===== config.mk =====
export PLATFORM = sky130hd
export DESIGN_NAME = keyboard_mouse_byte_decoder_flat
export DESIGN_NICKNAME = d
export VERILOG_FILES = /design/src/hdl/kmbd_pkg.sv /design/src/hdl/kmbd_if.sv /design/src/hdl/keyboard_mouse_byte_decoder.sv /design/src/flat_wrapper.sv
export SDC_FILE = /design/constraint.sdc
export NUM_CORES = 1
export LEC_CHECK = 0
export ABC_AREA = 0
export BUFFER_PORTS_ARGS = -buffer_cell sky130_fd_sc_hd__buf_2
export CAP_MARGIN = 20
export CORE_ASPECT_RATIO = 0.75
export CORE_MARGIN = 1.5
export CORE_UTILIZATION = 55
export CTS_CLUSTER_DIAMETER = 80
export DETAILED_ROUTE_END_ITERATION = 8
export GPL_ROUTABILITY_DRIVEN = 0
export PLACE_DENSITY = 0.82
export SYNTH_ARGS = -nofsm -noshare
export SYNTH_HDL_FRONTEND = slang
export SYNTH_SLANG_ARGS = --single-unit

===== constraint.sdc =====
create_clock -name clk_i -period 7 [get_ports clk_i]
set_clock_uncertainty 0.15 [all_clocks]
set_input_delay 0 -clock clk_i [delete_from_list [all_inputs] [get_ports clk_i]]
set_output_delay 0 -clock clk_i [all_outputs]
set_load 0.02 [all_outputs]

===== src/hdl/kmbd_pkg.sv =====
`default_nettype none

package kmbd_pkg;

  // APB register map, one 32-bit word per register
  localparam int unsigned AddrW   = 4;
  localparam int unsigned RegIdxW = 2;

  localparam logic [RegIdxW-1:0] REG_MOUSE_EN = 2'd0;
  localparam logic [RegIdxW-1:0] REG_KBD_EN   = 2'd1;
  localparam logic [RegIdxW-1:0] REG_X_LIMIT  = 2'd2;
  localparam logic [RegIdxW-1:0] REG_Y_LIMIT  = 2'd3;

  localparam logic [9:0] X_LIMIT_RST = 10'd624;
  localparam logic [9:0] Y_LIMIT_RST = 10'd384;
  localparam logic [9:0] POS_X_RST   = 10'd320;
  localparam logic [9:0] POS_Y_RST   = 10'd200;

  // scancodes
  localparam logic [7:0] HEADER_MIN       = 8'hF8;
  localparam logic [7:0] RELEASE_BIT      = 8'h80;
  localparam logic [7:0] CAPS_CODE        = 8'd58;
  localparam logic [7:0] LEFT_SHIFT_CODE  = 8'd42;
  localparam logic [7:0] RIGHT_SHIFT_CODE = 8'd54;
  localparam logic [7:0] LEFT_SHIFT_REL   = LEFT_SHIFT_CODE | RELEASE_BIT;
  localparam logic [7:0] RIGHT_SHIFT_REL  = RIGHT_SHIFT_CODE | RELEASE_BIT;

  localparam int unsigned TableLen = 115;

  typedef enum logic [1:0] {
    TAB_PLAIN,
    TAB_CAPS,
    TAB_SHIFT
  } tab_sel_e;

  typedef struct packed {
    logic       char_valid;
    logic [6:0] ascii_char;
    logic [9:0] pointer_x;
    logic [9:0] pointer_y;
    logic [7:0] button_header;
  } res_t;

  localparam logic [7:0] TAB_PLAIN_ROM [TableLen] = '{
    8'h00,8'h1b,8'h31,8'h32,8'h33,8'h34,8'h35,8'h36,8'h37,8'h38,8'h39,8'h30,8'h2d,8'h3d,8'h08,8'h09,
    8'h71,8'h77,8'h65,8'h72,8'h74,8'h79,8'h75,8'h69,8'h6f,8'h70,8'h5b,8'h5d,8'h0d,8'h00,8'h61,8'h73,
    8'h64,8'h66,8'h67,8'h68,8'h6a,8'h6b,8'h6c,8'h3b,8'h27,8'h60,8'h00,8'h5c,8'h7a,8'h78,8'h63,8'h76,
    8'h62,8'h6e,8'h6d,8'h2c,8'h2e,8'h2f,8'h00,8'h00,8'h00,8'h20,8'h00,8'h00,8'h00,8'h00,8'h00,8'h00,
    8'h00,8'h00,8'h00,8'h00,8'h00,8'h00,8'h00,8'h00,8'h00,8'h00,8'h2d,8'h00,8'h00,8'h00,8'h2b,8'h00,
    8'h00,8'h00,8'h00,8'h7f,8'h00,8'h00,8'h00,8'h00,8'h00,8'h00,8'h00,8'h00,8'h00,8'h00,8'h00,8'h00,
    8'h00,8'h00,8'h00,8'h28,8'h29,8'h2f,8'h2a,8'h37,8'h38,8'h39,8'h34,8'h35,8'h36,8'h31,8'h32,8'h33,
    8'h30,8'h2e,8'h0d
  };

  localparam logic [7:0] TAB_CAPS_ROM [TableLen] = '{
    8'h00,8'h1b,8'h31,8'h32,8'h33,8'h34,8'h35,8'h36,8'h37,8'h38,8'h39,8'h30,8'h2d,8'h3d,8'h08,8'h09,
    8'h51,8'h57,8'h45,8'h52,8'h54,8'h59,8'h55,8'h49,8'h4f,8'h50,8'h5b,8'h5d,8'h0d,8'h00,8'h41,8'h53,
    8'h44,8'h46,8'h47,8'h48,8'h4a,8'h4b,8'h4c,8'h3b,8'h27,8'h60,8'h00,8'h5c,8'h5a,8'h58,8'h43,8'h56,
    8'h42,8'h4e,8'h4d,8'h2c,8'h2e,8'h2f,8'h00,8'h00,8'h00,8'h20,8'h00,8'h00,8'h00,8'h00,8'h00,8'h00,
    8'h00,8'h00,8'h00,8'h00,8'h00,8'h00,8'h00,8'h00,8'h00,8'h00,8'h2d,8'h00,8'h00,8'h00,8'h2b,8'h00,
    8'h00,8'h00,8'h00,8'h7f,8'h00,8'h00,8'h00,8'h00,8'h00,8'h00,8'h00,8'h00,8'h00,8'h00,8'h00,8'h00,
    8'h00,8'h00,8'h00,8'h28,8'h29,8'h2f,8'h2a,8'h37,8'h38,8'h39,8'h34,8'h35,8'h36,8'h31,8'h32,8'h33,
    8'h30,8'h2e,8'h0d
  };

  localparam logic [7:0] TAB_SHIFT_ROM [TableLen] = '{
    8'h00,8'h1b,8'h21,8'h40,8'h23,8'h24,8'h25,8'h5e,8'h26,8'h2a,8'h28,8'h29,8'h5f,8'h2b,8'h08,8'h09,
    8'h51,8'h57,8'h45,8'h52,8'h54,8'h59,8'h55,8'h49,8'h4f,8'h50,8'h7b,8'h7d,8'h0d,8'h00,8'h41,8'h53,
    8'h44,8'h46,8'h47,8'h48,8'h4a,8'h4b,8'h4c,8'h3a,8'h22,8'h7e,8'h00,8'h7c,8'h5a,8'h58,8'h43,8'h56,
    8'h42,8'h4e,8'h4d,8'h3c,8'h3e,8'h3f,8'h00,8'h00,8'h00,8'h20,8'h00,8'h00,8'h00,8'h00,8'h00,8'h00,
    8'h00,8'h00,8'h00,8'h00,8'h00,8'h00,8'h00,8'h37,8'h38,8'h00,8'h2d,8'h34,8'h00,8'h36,8'h2b,8'h00,
    8'h32,8'h00,8'h30,8'h7f,8'h00,8'h00,8'h00,8'h00,8'h00,8'h00,8'h00,8'h00,8'h00,8'h00,8'h00,8'h00,
    8'h00,8'h00,8'h00,8'h28,8'h29,8'h2f,8'h2a,8'h37,8'h38,8'h39,8'h34,8'h35,8'h36,8'h31,8'h32,8'h33,
    8'h30,8'h2e,8'h0d
  };

  // make code to ASCII; codes past the table end give zero
  function automatic logic [6:0] key_lookup(tab_sel_e sel, logic [6:0] code);
    logic [7:0] val;
    val = 8'h00;
    if (code < 7'(TableLen)) begin
      case (sel)
        TAB_PLAIN: val = TAB_PLAIN_ROM[code];
        TAB_CAPS:  val = TAB_CAPS_ROM[code];
        TAB_SHIFT: val = TAB_SHIFT_ROM[code];
        default:   val = 8'h00;
      endcase
    end
    return val[6:0];
  endfunction

  // signed 8-bit move, clamped to 0 .. limit
  function automatic logic [9:0] move_axis(logic [9:0] pos, logic [7:0] delta,
                                           logic [9:0] limit);
    logic signed [11:0] sum;
    sum = $signed({2'b00, pos}) + $signed({{4{delta[7]}}, delta});
    if (sum < 12'sd0) begin
      return 10'd0;
    end else if (sum > $signed({2'b00, limit})) begin
      return limit;
    end else begin
      return sum[9:0];
    end
  endfunction

endpackage

`default_nettype wire


===== src/hdl/kmbd_if.sv =====
`default_nettype none

interface kmbd_in_if;
  logic       valid;
  logic       ready;
  logic [7:0] scan_byte;

  modport source (output valid, output scan_byte, input ready);
  modport sink   (input valid, input scan_byte, output ready);
endinterface

interface kmbd_out_if;
  logic       valid;
  logic       ready;
  logic       char_valid;
  logic [6:0] ascii_char;
  logic [9:0] pointer_x;
  logic [9:0] pointer_y;
  logic [7:0] button_header;

  modport source (output valid, output char_valid, output ascii_char, output pointer_x,
                  output pointer_y, output button_header, input ready);
  modport sink   (input valid, input char_valid, input ascii_char, input pointer_x,
                  input pointer_y, input button_header, output ready);
endinterface

`default_nettype wire


===== src/hdl/keyboard_mouse_byte_decoder.sv =====
// An accepted byte yields one registered result. Throughput: one byte per cycle
// while in_ch.ready is high; decode is a table lookup plus one clamped add.
// A two-entry output (result register plus skid register) keeps input ready high
// on a stall, so in_ch.ready only drops once both entries hold results.
// Reset (rst_ni low, asynchronous): both enables off, limits 624/384,
// position 320/200, buttons 0, no packet open, key mode normal, no result held.
`default_nettype none

module keyboard_mouse_byte_decoder (
  input  logic                        clk_i,
  input  logic                        rst_ni,
  kmbd_in_if.sink                     in_ch,
  kmbd_out_if.source                  out_ch,
  input  logic                        psel_i,
  input  logic                        penable_i,
  input  logic                        pwrite_i,
  input  logic [kmbd_pkg::AddrW-1:0]  paddr_i,
  input  logic [31:0]                 pwdata_i,
  output logic [31:0]                 prdata_o,
  output logic                        pready_o
);
  import kmbd_pkg::*;

  // mouse packet phase: header seen -> X byte next -> Y byte next
  typedef enum logic [1:0] {
    PH_IDLE,
    PH_X,
    PH_Y
  } phase_e;

  typedef enum logic [1:0] {
    MODE_NORMAL,
    MODE_CAPS,
    MODE_LSHIFT,
    MODE_RSHIFT
  } mode_e;

  // configuration
  logic       mouse_en_q, mouse_en_d;
  logic       kbd_en_q, kbd_en_d;
  logic [9:0] x_limit_q, x_limit_d;
  logic [9:0] y_limit_q, y_limit_d;

  // decoder state
  phase_e     phase_q, phase_d;
  mode_e      mode_q, mode_d;
  logic [9:0] pos_x_q, pos_x_d;
  logic [9:0] pos_y_q, pos_y_d;
  logic [7:0] buttons_q, buttons_d;

  // output register and skid entry
  logic       out_v_q, out_v_d;
  logic       skid_v_q, skid_v_d;
  res_t       out_q, out_d;
  res_t       skid_q, skid_d;

  logic       in_fire;
  logic       out_fire;
  logic       cfg_we;
  logic [7:0] b;
  logic [6:0] ch;
  logic       mode_hit;
  mode_e      mode_new;
  tab_sel_e   tab_sel;
  res_t       res;
  logic [RegIdxW-1:0] reg_idx;

  assign b        = in_ch.scan_byte;
  assign in_ch.ready = !skid_v_q;
  assign in_fire  = in_ch.valid && !skid_v_q;
  assign out_fire = out_v_q && out_ch.ready;

  assign pready_o = 1'b1;
  assign cfg_we   = psel_i && penable_i && pwrite_i && pready_o;
  assign reg_idx  = paddr_i[AddrW-1:2];

  // register readback
  always_comb begin
    case (reg_idx)
      REG_MOUSE_EN: prdata_o = {31'd0, mouse_en_q};
      REG_KBD_EN:   prdata_o = {31'd0, kbd_en_q};
      REG_X_LIMIT:  prdata_o = {22'd0, x_limit_q};
      REG_Y_LIMIT:  prdata_o = {22'd0, y_limit_q};
      default:      prdata_o = 32'd0;
    endcase
  end

  // Key decode. Break codes never yield a character (they all sit past the
  // table end); only the release of the shift being held changes the mode.
  always_comb begin
    mode_new = mode_q;
    mode_hit = 1'b0;
    tab_sel  = TAB_PLAIN;
    case (mode_q)
      MODE_NORMAL: begin
        tab_sel = TAB_PLAIN;
        if (b == CAPS_CODE) begin
          mode_new = MODE_CAPS;
          mode_hit = 1'b1;
        end else if (b == LEFT_SHIFT_CODE) begin
          mode_new = MODE_LSHIFT;
          mode_hit = 1'b1;
        end else if (b == RIGHT_SHIFT_CODE) begin
          mode_new = MODE_RSHIFT;
          mode_hit = 1'b1;
        end
      end
      MODE_CAPS: begin
        tab_sel = TAB_CAPS;
        if (b == CAPS_CODE) begin
          mode_new = MODE_NORMAL;
          mode_hit = 1'b1;
        end
      end
      default: begin
        tab_sel = TAB_SHIFT;
        if ((mode_q == MODE_LSHIFT && b == LEFT_SHIFT_REL) ||
            (mode_q == MODE_RSHIFT && b == RIGHT_SHIFT_REL)) begin
          mode_new = MODE_NORMAL;
          mode_hit = 1'b1;
        end else if (b == CAPS_CODE) begin
          mode_new = MODE_CAPS;
          mode_hit = 1'b1;
        end
      end
    endcase
    ch = (mode_hit || b[7]) ? 7'd0 : key_lookup(tab_sel, b[6:0]);
  end

  // item and configuration update
  always_comb begin
    mouse_en_d = mouse_en_q;
    kbd_en_d   = kbd_en_q;
    x_limit_d  = x_limit_q;
    y_limit_d  = y_limit_q;
    phase_d    = phase_q;
    pos_x_d    = pos_x_q;
    pos_y_d    = pos_y_q;
    buttons_d  = buttons_q;
    res.char_valid = 1'b0;
    res.ascii_char = 7'd0;

    if (in_fire) begin
      case (phase_q)
        PH_X: begin
          if (mouse_en_q) begin
            pos_x_d = move_axis(pos_x_q, b, x_limit_q);
          end
          phase_d = PH_Y;
        end
        PH_Y: begin
          if (mouse_en_q) begin
            pos_y_d = move_axis(pos_y_q, b, y_limit_q);
          end
          phase_d = PH_IDLE;
        end
        default: begin
          // idle, and the unused phase code, both take a header or a key
          if (b >= HEADER_MIN) begin
            if (mouse_en_q) begin
              buttons_d = b;
            end
            phase_d = PH_X;
          end else if (kbd_en_q) begin
            res.ascii_char = ch;
            res.char_valid = (ch != 7'd0);
          end
        end
      endcase
    end

    if (cfg_we) begin
      case (reg_idx)
        REG_MOUSE_EN: begin
          mouse_en_d = pwdata_i[0];
          if (pwdata_i[0]) begin
            buttons_d = 8'd0;
          end
        end
        REG_KBD_EN:  kbd_en_d  = pwdata_i[0];
        REG_X_LIMIT: x_limit_d = pwdata_i[9:0];
        REG_Y_LIMIT: y_limit_d = pwdata_i[9:0];
        default: ;
      endcase
    end

    res.pointer_x     = pos_x_d;
    res.pointer_y     = pos_y_d;
    res.button_header = buttons_d;
  end

  // key mode only moves on keyboard bytes while no packet is open
  assign mode_d = (in_fire && kbd_en_q && b < HEADER_MIN &&
                   phase_q != PH_X && phase_q != PH_Y) ? mode_new : mode_q;

  // output register + skid entry
  always_comb begin
    out_v_d  = out_v_q;
    skid_v_d = skid_v_q;
    out_d    = out_q;
    skid_d   = skid_q;
    if (out_fire || !out_v_q) begin
      out_v_d  = skid_v_q || in_fire;
      out_d    = skid_v_q ? skid_q : res;
      skid_v_d = 1'b0;
    end else if (in_fire) begin
      skid_v_d = 1'b1;
      skid_d   = res;
    end
  end

  always_ff @(posedge clk_i or negedge rst_ni) begin
    if (!rst_ni) begin
      mouse_en_q <= 1'b0;
      kbd_en_q   <= 1'b0;
      x_limit_q  <= X_LIMIT_RST;
      y_limit_q  <= Y_LIMIT_RST;
      phase_q    <= PH_IDLE;
      mode_q     <= MODE_NORMAL;
      pos_x_q    <= POS_X_RST;
      pos_y_q    <= POS_Y_RST;
      buttons_q  <= 8'd0;
      out_v_q    <= 1'b0;
      skid_v_q   <= 1'b0;
    end else begin
      mouse_en_q <= mouse_en_d;
      kbd_en_q   <= kbd_en_d;
      x_limit_q  <= x_limit_d;
      y_limit_q  <= y_limit_d;
      phase_q    <= phase_d;
      mode_q     <= mode_d;
      pos_x_q    <= pos_x_d;
      pos_y_q    <= pos_y_d;
      buttons_q  <= buttons_d;
      out_v_q    <= out_v_d;
      skid_v_q   <= skid_v_d;
    end
  end

  always_ff @(posedge clk_i) begin
    out_q  <= out_d;
    skid_q <= skid_d;
  end

  assign out_ch.valid         = out_v_q;
  assign out_ch.char_valid    = out_q.char_valid;
  assign out_ch.ascii_char    = out_q.ascii_char;
  assign out_ch.pointer_x     = out_q.pointer_x;
  assign out_ch.pointer_y     = out_q.pointer_y;
  assign out_ch.button_header = out_q.button_header;

`ifndef NO_ASSERTIONS
  // skid entry only fills behind a held result
  a_skid_behind_out: assert property (@(posedge clk_i) disable iff (!rst_ni)
    skid_v_q |-> out_v_q)
    else $error("skid entry valid with empty output register");

  // an X move with the mouse on never leaves the position past the limit
  a_x_clamped: assert property (@(posedge clk_i) disable iff (!rst_ni)
    (in_fire && phase_q == PH_X && mouse_en_q && !cfg_we) |=>
      (pos_x_q <= $past(x_limit_q)))
    else $error("pointer X above limit after move");

  // bytes inside a mouse packet never produce a character
  a_no_char_in_packet: assert property (@(posedge clk_i) disable iff (!rst_ni)
    (in_fire && (phase_q == PH_X || phase_q == PH_Y)) |-> !res.char_valid)
    else $error("character produced from a mouse packet byte");

  // flag and character agree in every delivered result
  a_char_flag: assert property (@(posedge clk_i) disable iff (!rst_ni)
    out_v_q |-> (out_q.char_valid == (out_q.ascii_char != 7'd0)))
    else $error("char_valid disagrees with ascii_char");
`endif

endmodule

`default_nettype wire


===== src/flat_wrapper.sv =====
// flat-port wrapper written by rule: the top's interface ports become plain ports
module keyboard_mouse_byte_decoder_flat import kmbd_pkg::*;
  (clk_i, rst_ni, psel_i, penable_i, pwrite_i, paddr_i, pwdata_i, prdata_o, pready_o, in_ch_valid, in_ch_scan_byte, in_ch_ready, out_ch_valid, out_ch_char_valid, out_ch_ascii_char, out_ch_pointer_x, out_ch_pointer_y, out_ch_button_header, out_ch_ready);
  kmbd_in_if in_ch_i ();
  kmbd_out_if out_ch_i ();
  input  logic clk_i;
  input  logic rst_ni;
  input  logic psel_i;
  input  logic penable_i;
  input  logic pwrite_i;
  input  logic [kmbd_pkg::AddrW-1:0] paddr_i;
  input  logic [31:0] pwdata_i;
  output logic [31:0] prdata_o;
  output logic pready_o;
  input wire logic [$bits(in_ch_i.valid)-1:0] in_ch_valid;
  input wire logic [$bits(in_ch_i.scan_byte)-1:0] in_ch_scan_byte;
  output wire logic [$bits(in_ch_i.ready)-1:0] in_ch_ready;
  output wire logic [$bits(out_ch_i.valid)-1:0] out_ch_valid;
  output wire logic [$bits(out_ch_i.char_valid)-1:0] out_ch_char_valid;
  output wire logic [$bits(out_ch_i.ascii_char)-1:0] out_ch_ascii_char;
  output wire logic [$bits(out_ch_i.pointer_x)-1:0] out_ch_pointer_x;
  output wire logic [$bits(out_ch_i.pointer_y)-1:0] out_ch_pointer_y;
  output wire logic [$bits(out_ch_i.button_header)-1:0] out_ch_button_header;
  input wire logic [$bits(out_ch_i.ready)-1:0] out_ch_ready;
  assign in_ch_i.valid = in_ch_valid;
  assign in_ch_i.scan_byte = in_ch_scan_byte;
  assign in_ch_ready = in_ch_i.ready;
  assign out_ch_valid = out_ch_i.valid;
  assign out_ch_char_valid = out_ch_i.char_valid;
  assign out_ch_ascii_char = out_ch_i.ascii_char;
  assign out_ch_pointer_x = out_ch_i.pointer_x;
  assign out_ch_pointer_y = out_ch_i.pointer_y;
  assign out_ch_button_header = out_ch_i.button_header;
  assign out_ch_i.ready = out_ch_ready;
  keyboard_mouse_byte_decoder u_core (.clk_i(clk_i), .rst_ni(rst_ni), .in_ch(in_ch_i), .out_ch(out_ch_i), .psel_i(psel_i), .penable_i(penable_i), .pwrite_i(pwrite_i), .paddr_i(paddr_i), .pwdata_i(pwdata_i), .prdata_o(prdata_o), .pready_o(pready_o));
endmodule

==> reports/metrics.yaml <==
outcome: "completed"
synthCells: 948
compound_gate_portion_of_the_synthesized_area_pct: 22.40
via_per_inst: 6.366
top_level_ports: 122
num_rows: 40
fp.dieW_um: 151.2
mostFrequentLayoutCells: "92 x sky130_fd_sc_hd__nand2_1, 74 x sky130_fd_sc_hd__buf_2, 72 x sky130_fd_sc_hd__edfxtp_1, 65 x sky130_fd_sc_hd__nor2_1, 58 x sky130_fd_sc_hd__ha_1"
timing.hold.worst.class: "primary input to flip-flop"
cellLeakagePower_nw: 4.300
critPathLaunchType: "flip-flop"
clock_network_latency_to_the_later_pin_of_the_worst_skew_pair_ps: 430
critical_path_peak_fanout: 18
postRouteWirelength_um: 23550
internal_power_mw: 2.190
count_of_final_setup_violators: 0
grt_usage_pct: 27.74
yosysWarnings: 0
clock_sinks: 128
critical_path_class: "flip-flop to flip-flop"
finalCriticalPeriod_ps: 4683
grt_antenna_before_repair: 0
post_cts.resized_instances: 0
start_util_pct: 56.43
ys_seq_elements: 128
fp.dieArea_sq_um: 17270
post_synth_and_or_nand_nor_area_fraction_pct: 15.97
vias: 7843
post_synth_instance_area_sq_um: 9065
hold_bufs_inserted_after_cts: 14
grt_setup_unrepaired: "no"
slew-limit-headroom_pct: 42.01
grt_pass1_vias: 7057
layout_commonest_cell: "sky130_fd_sc_hd__nand2_1"
htree_levels: 4
sw_frac_of_total_pct: 40.11
cts_post_setup_buffers_inserted: 0
fin_nets: 1120
tritoncts_clock_tree: "yes"
synth_mux_area_share_pct: 5.217
sequential_share_of_power_pct: 30.7
timing.critical_path.slowest_stage_cell: "sky130_fd_sc_hd__and3_1"
comb_power_share_pct: 44.5
worstPathCellList: "ha_1 -> fa_1 -> a211oi_1 -> o21bai_1 -> a21oi_1 -> xnor2_1 -> ha_1 -> o21ai_0 -> o21ai_0 -> o211ai_1 -> a31oi_1 -> o21bai_2 -> and3_1 -> o211ai_1"
port_buffers: 74
period_share_pct: 66.90
dr.pass1.iters: 7
postSynthAreaPerCell_sq_um: 9.562
reg_clk_slew_reported_paths_ps: 50
cts_buffers: 17
maxCapViolations: 0
max_slew.worst_pin.slew_ps: 869.8
postSynth.topFlopCell: "sky130_fd_sc_hd__edfxtp_1"
worst-r2r-cell-count: 14
clk_path_buf_depth: 2
synth-seq-area-share_pct: 39.46
antennaDiodeCount: 0
arrival_ps: 4640
area_growth_syn_to_layout_pct: 12.62
die_height_um: 114.2
synth_adder_area_share_pct: 8.447
max-vdd-ir-drop_mv: 0.2317
report.final.hold_viol_count: 0
critical_path.endpoint_type: "flip-flop"
worst-endpoint-required_ps: 6960
switchingPower_mw: 1.467
finish.cell_count_without_fillers: 1232
drt-wirelength-per-cell_um: 19.12
ys_async_sr_fraction_pct: 43.75
grt_max_degree: 64
placed_cells: 1184
synth_top_family_by_area: "compound AO/OA/AOI/OAI gates"
critical_path.max_stage_delay_ps: 680
setup_total_negative_slack_ps: 0
layout-drive-gt1-share_pct: 17.32
synth.distinct_cells: 91
initial_detailed_routing_violation_count: 1234
whs_path_depth: 4
dp_hpwl_um: 15700
grt_overflow: 0
ant_nets: 0
ctsRootBufferMaster: "sky130_fd_sc_hd__clkbuf_16"
clkPwrFrac_pct: 24.8
detail_route.drc_violations: 0
finalMaxSlewViolations: 0
core-area_sq_um: 16070
power-per-cell-area_nw_per_um2: 358.2
wire_length_of_the_first_global_routing_pass_um: 37000
max_clock_freq_mhz: 213.5
synth_enable_flop_cells: 72
post_synth_xor_area_fraction_pct: 1.739
## worst paths after layout
path                       slack, ps               from                          to
max                             2320  u_core.pos_y_q[0]  u_core.out_ch.pointer_y[0]
min                               20          penable_i         u_core.x_limit_q[2]
max reg2reg                     2320  u_core.pos_y_q[0]  u_core.out_ch.pointer_y[0]
min reg2reg                      380  u_core.skid_q[27]  u_core.out_ch.pointer_x[9]
max in group asynchronous       6080             rst_ni             u_core.skid_v_q
min in group asynchronous         90             rst_ni           u_core.pos_y_q[8]
## critical path: cells and delay by family, from the launching register on
kind | cells | cell delay (ps)
xor gates and xnor gates | 1 | 200
and+or+nand+nor | 1 | 680
AOI/OAI and AO/OA | 9 | 1980
adders and majority gates | 3 | 1000
DFF | 1 | 380
## cell type report
class / instances / area [sq um]
multi-input combinational: 713 / 4976
timing repair buffer: 97 / 594.3
sequential: 128 / 3578
fill: 1253 / 5857
clock inverter: 13 / 158.9
clock buffer: 19 / 442.9
inverter: 52 / 195.2
tap: 210 / 262.8
## state kept, by name, summed over array words and instances (netlist names), 7 cells and up
name and flops:
u_core.buttons_q 8, u_core.skid_q 36, u_core.out_ch.ascii_char 7, u_core.x_limit_q 10, u_core.out_ch.button_header 8, u_core.out_ch.pointer_y 10
u_core.pos_x_q 10, u_core.out_ch.pointer_x 10, u_core.pos_y_q 10, u_core.y_limit_q 10
## metal layers
layer	track usage, %	share of wire [%]
met3	6.016	9.5
met2	40.06	43
met4	9.061	2.3
met5	0	0
met1	41.21	45
## stage by stage
stage	util, %	hold slack, ps	area, sq um	power, mW	worst slack, ps
after global routing	63.54	61.47	10210	3.883	2038
final	63.54	18.05	10210	3.657	2317
after CTS	63.35	32.38	10180	3.623	2475
after detailed placement	58.73	49.76	9435	2.692	2491
after global placement	58.73	46.09	9435	2.650	2551
after floorplan	-	-445.6	9144	2.343	3201
## cell usage after synthesis (all sizes together), types with 5 or more instances
master	instances	share of area (%)
ha	58	8.0
nor2	67	2.9
nand2	92	3.8
or2	5	0.35
o31ai	15	1.2
a21oi	53	3.0
inv	51	2.1
a21o	19	1.7
dfstp	11	3.2
nor3	13	0.77
a21boi	7	0.62
a2bb2oi	5	0.48
mux2i	18	2.0
nand2b	11	0.76
o211ai	34	2.8
o311ai	6	0.66
edfxtp	72	24
nand3	34	1.9
o21ai	47	2.6
nand4	10	0.69
and2	5	0.35
nor3b	5	0.41
xor2	7	0.68
o21bai	7	0.62
dfrtp	45	12
mux2	18	2.2
nor4	9	0.69
o2111ai	10	0.97
xnor2	11	1.1
nor2b	23	1.6
clkbuf	28	1.2
a31oi	8	0.55
a211oi	16	1.3
buf	48	3.4
o22ai	5	0.50
a221oi	5	0.76
## power groups by stage
stage	Clock (mW)	Sequential, mW	Combinational, mW
floorplan	0	1.16	1.19
global placement	0	1.12	1.53
detailed placement	0	1.13	1.56
CTS	0.914	1.12	1.59
global route	0.949	1.14	1.80
finish	0.906	1.12	1.63
## kinds of logic (layout without fill, tap and decap cells)
kind of cell	count (synthesis)	count (layout)
simple gates	293	293
compound gates	279	279
flops	128	128
buf+inv	128	181
fa+ha+maj	60	60
mux	40	40
xor+xnor	18	18
other cells	2	23
Power figures use the tool's default switching activity.
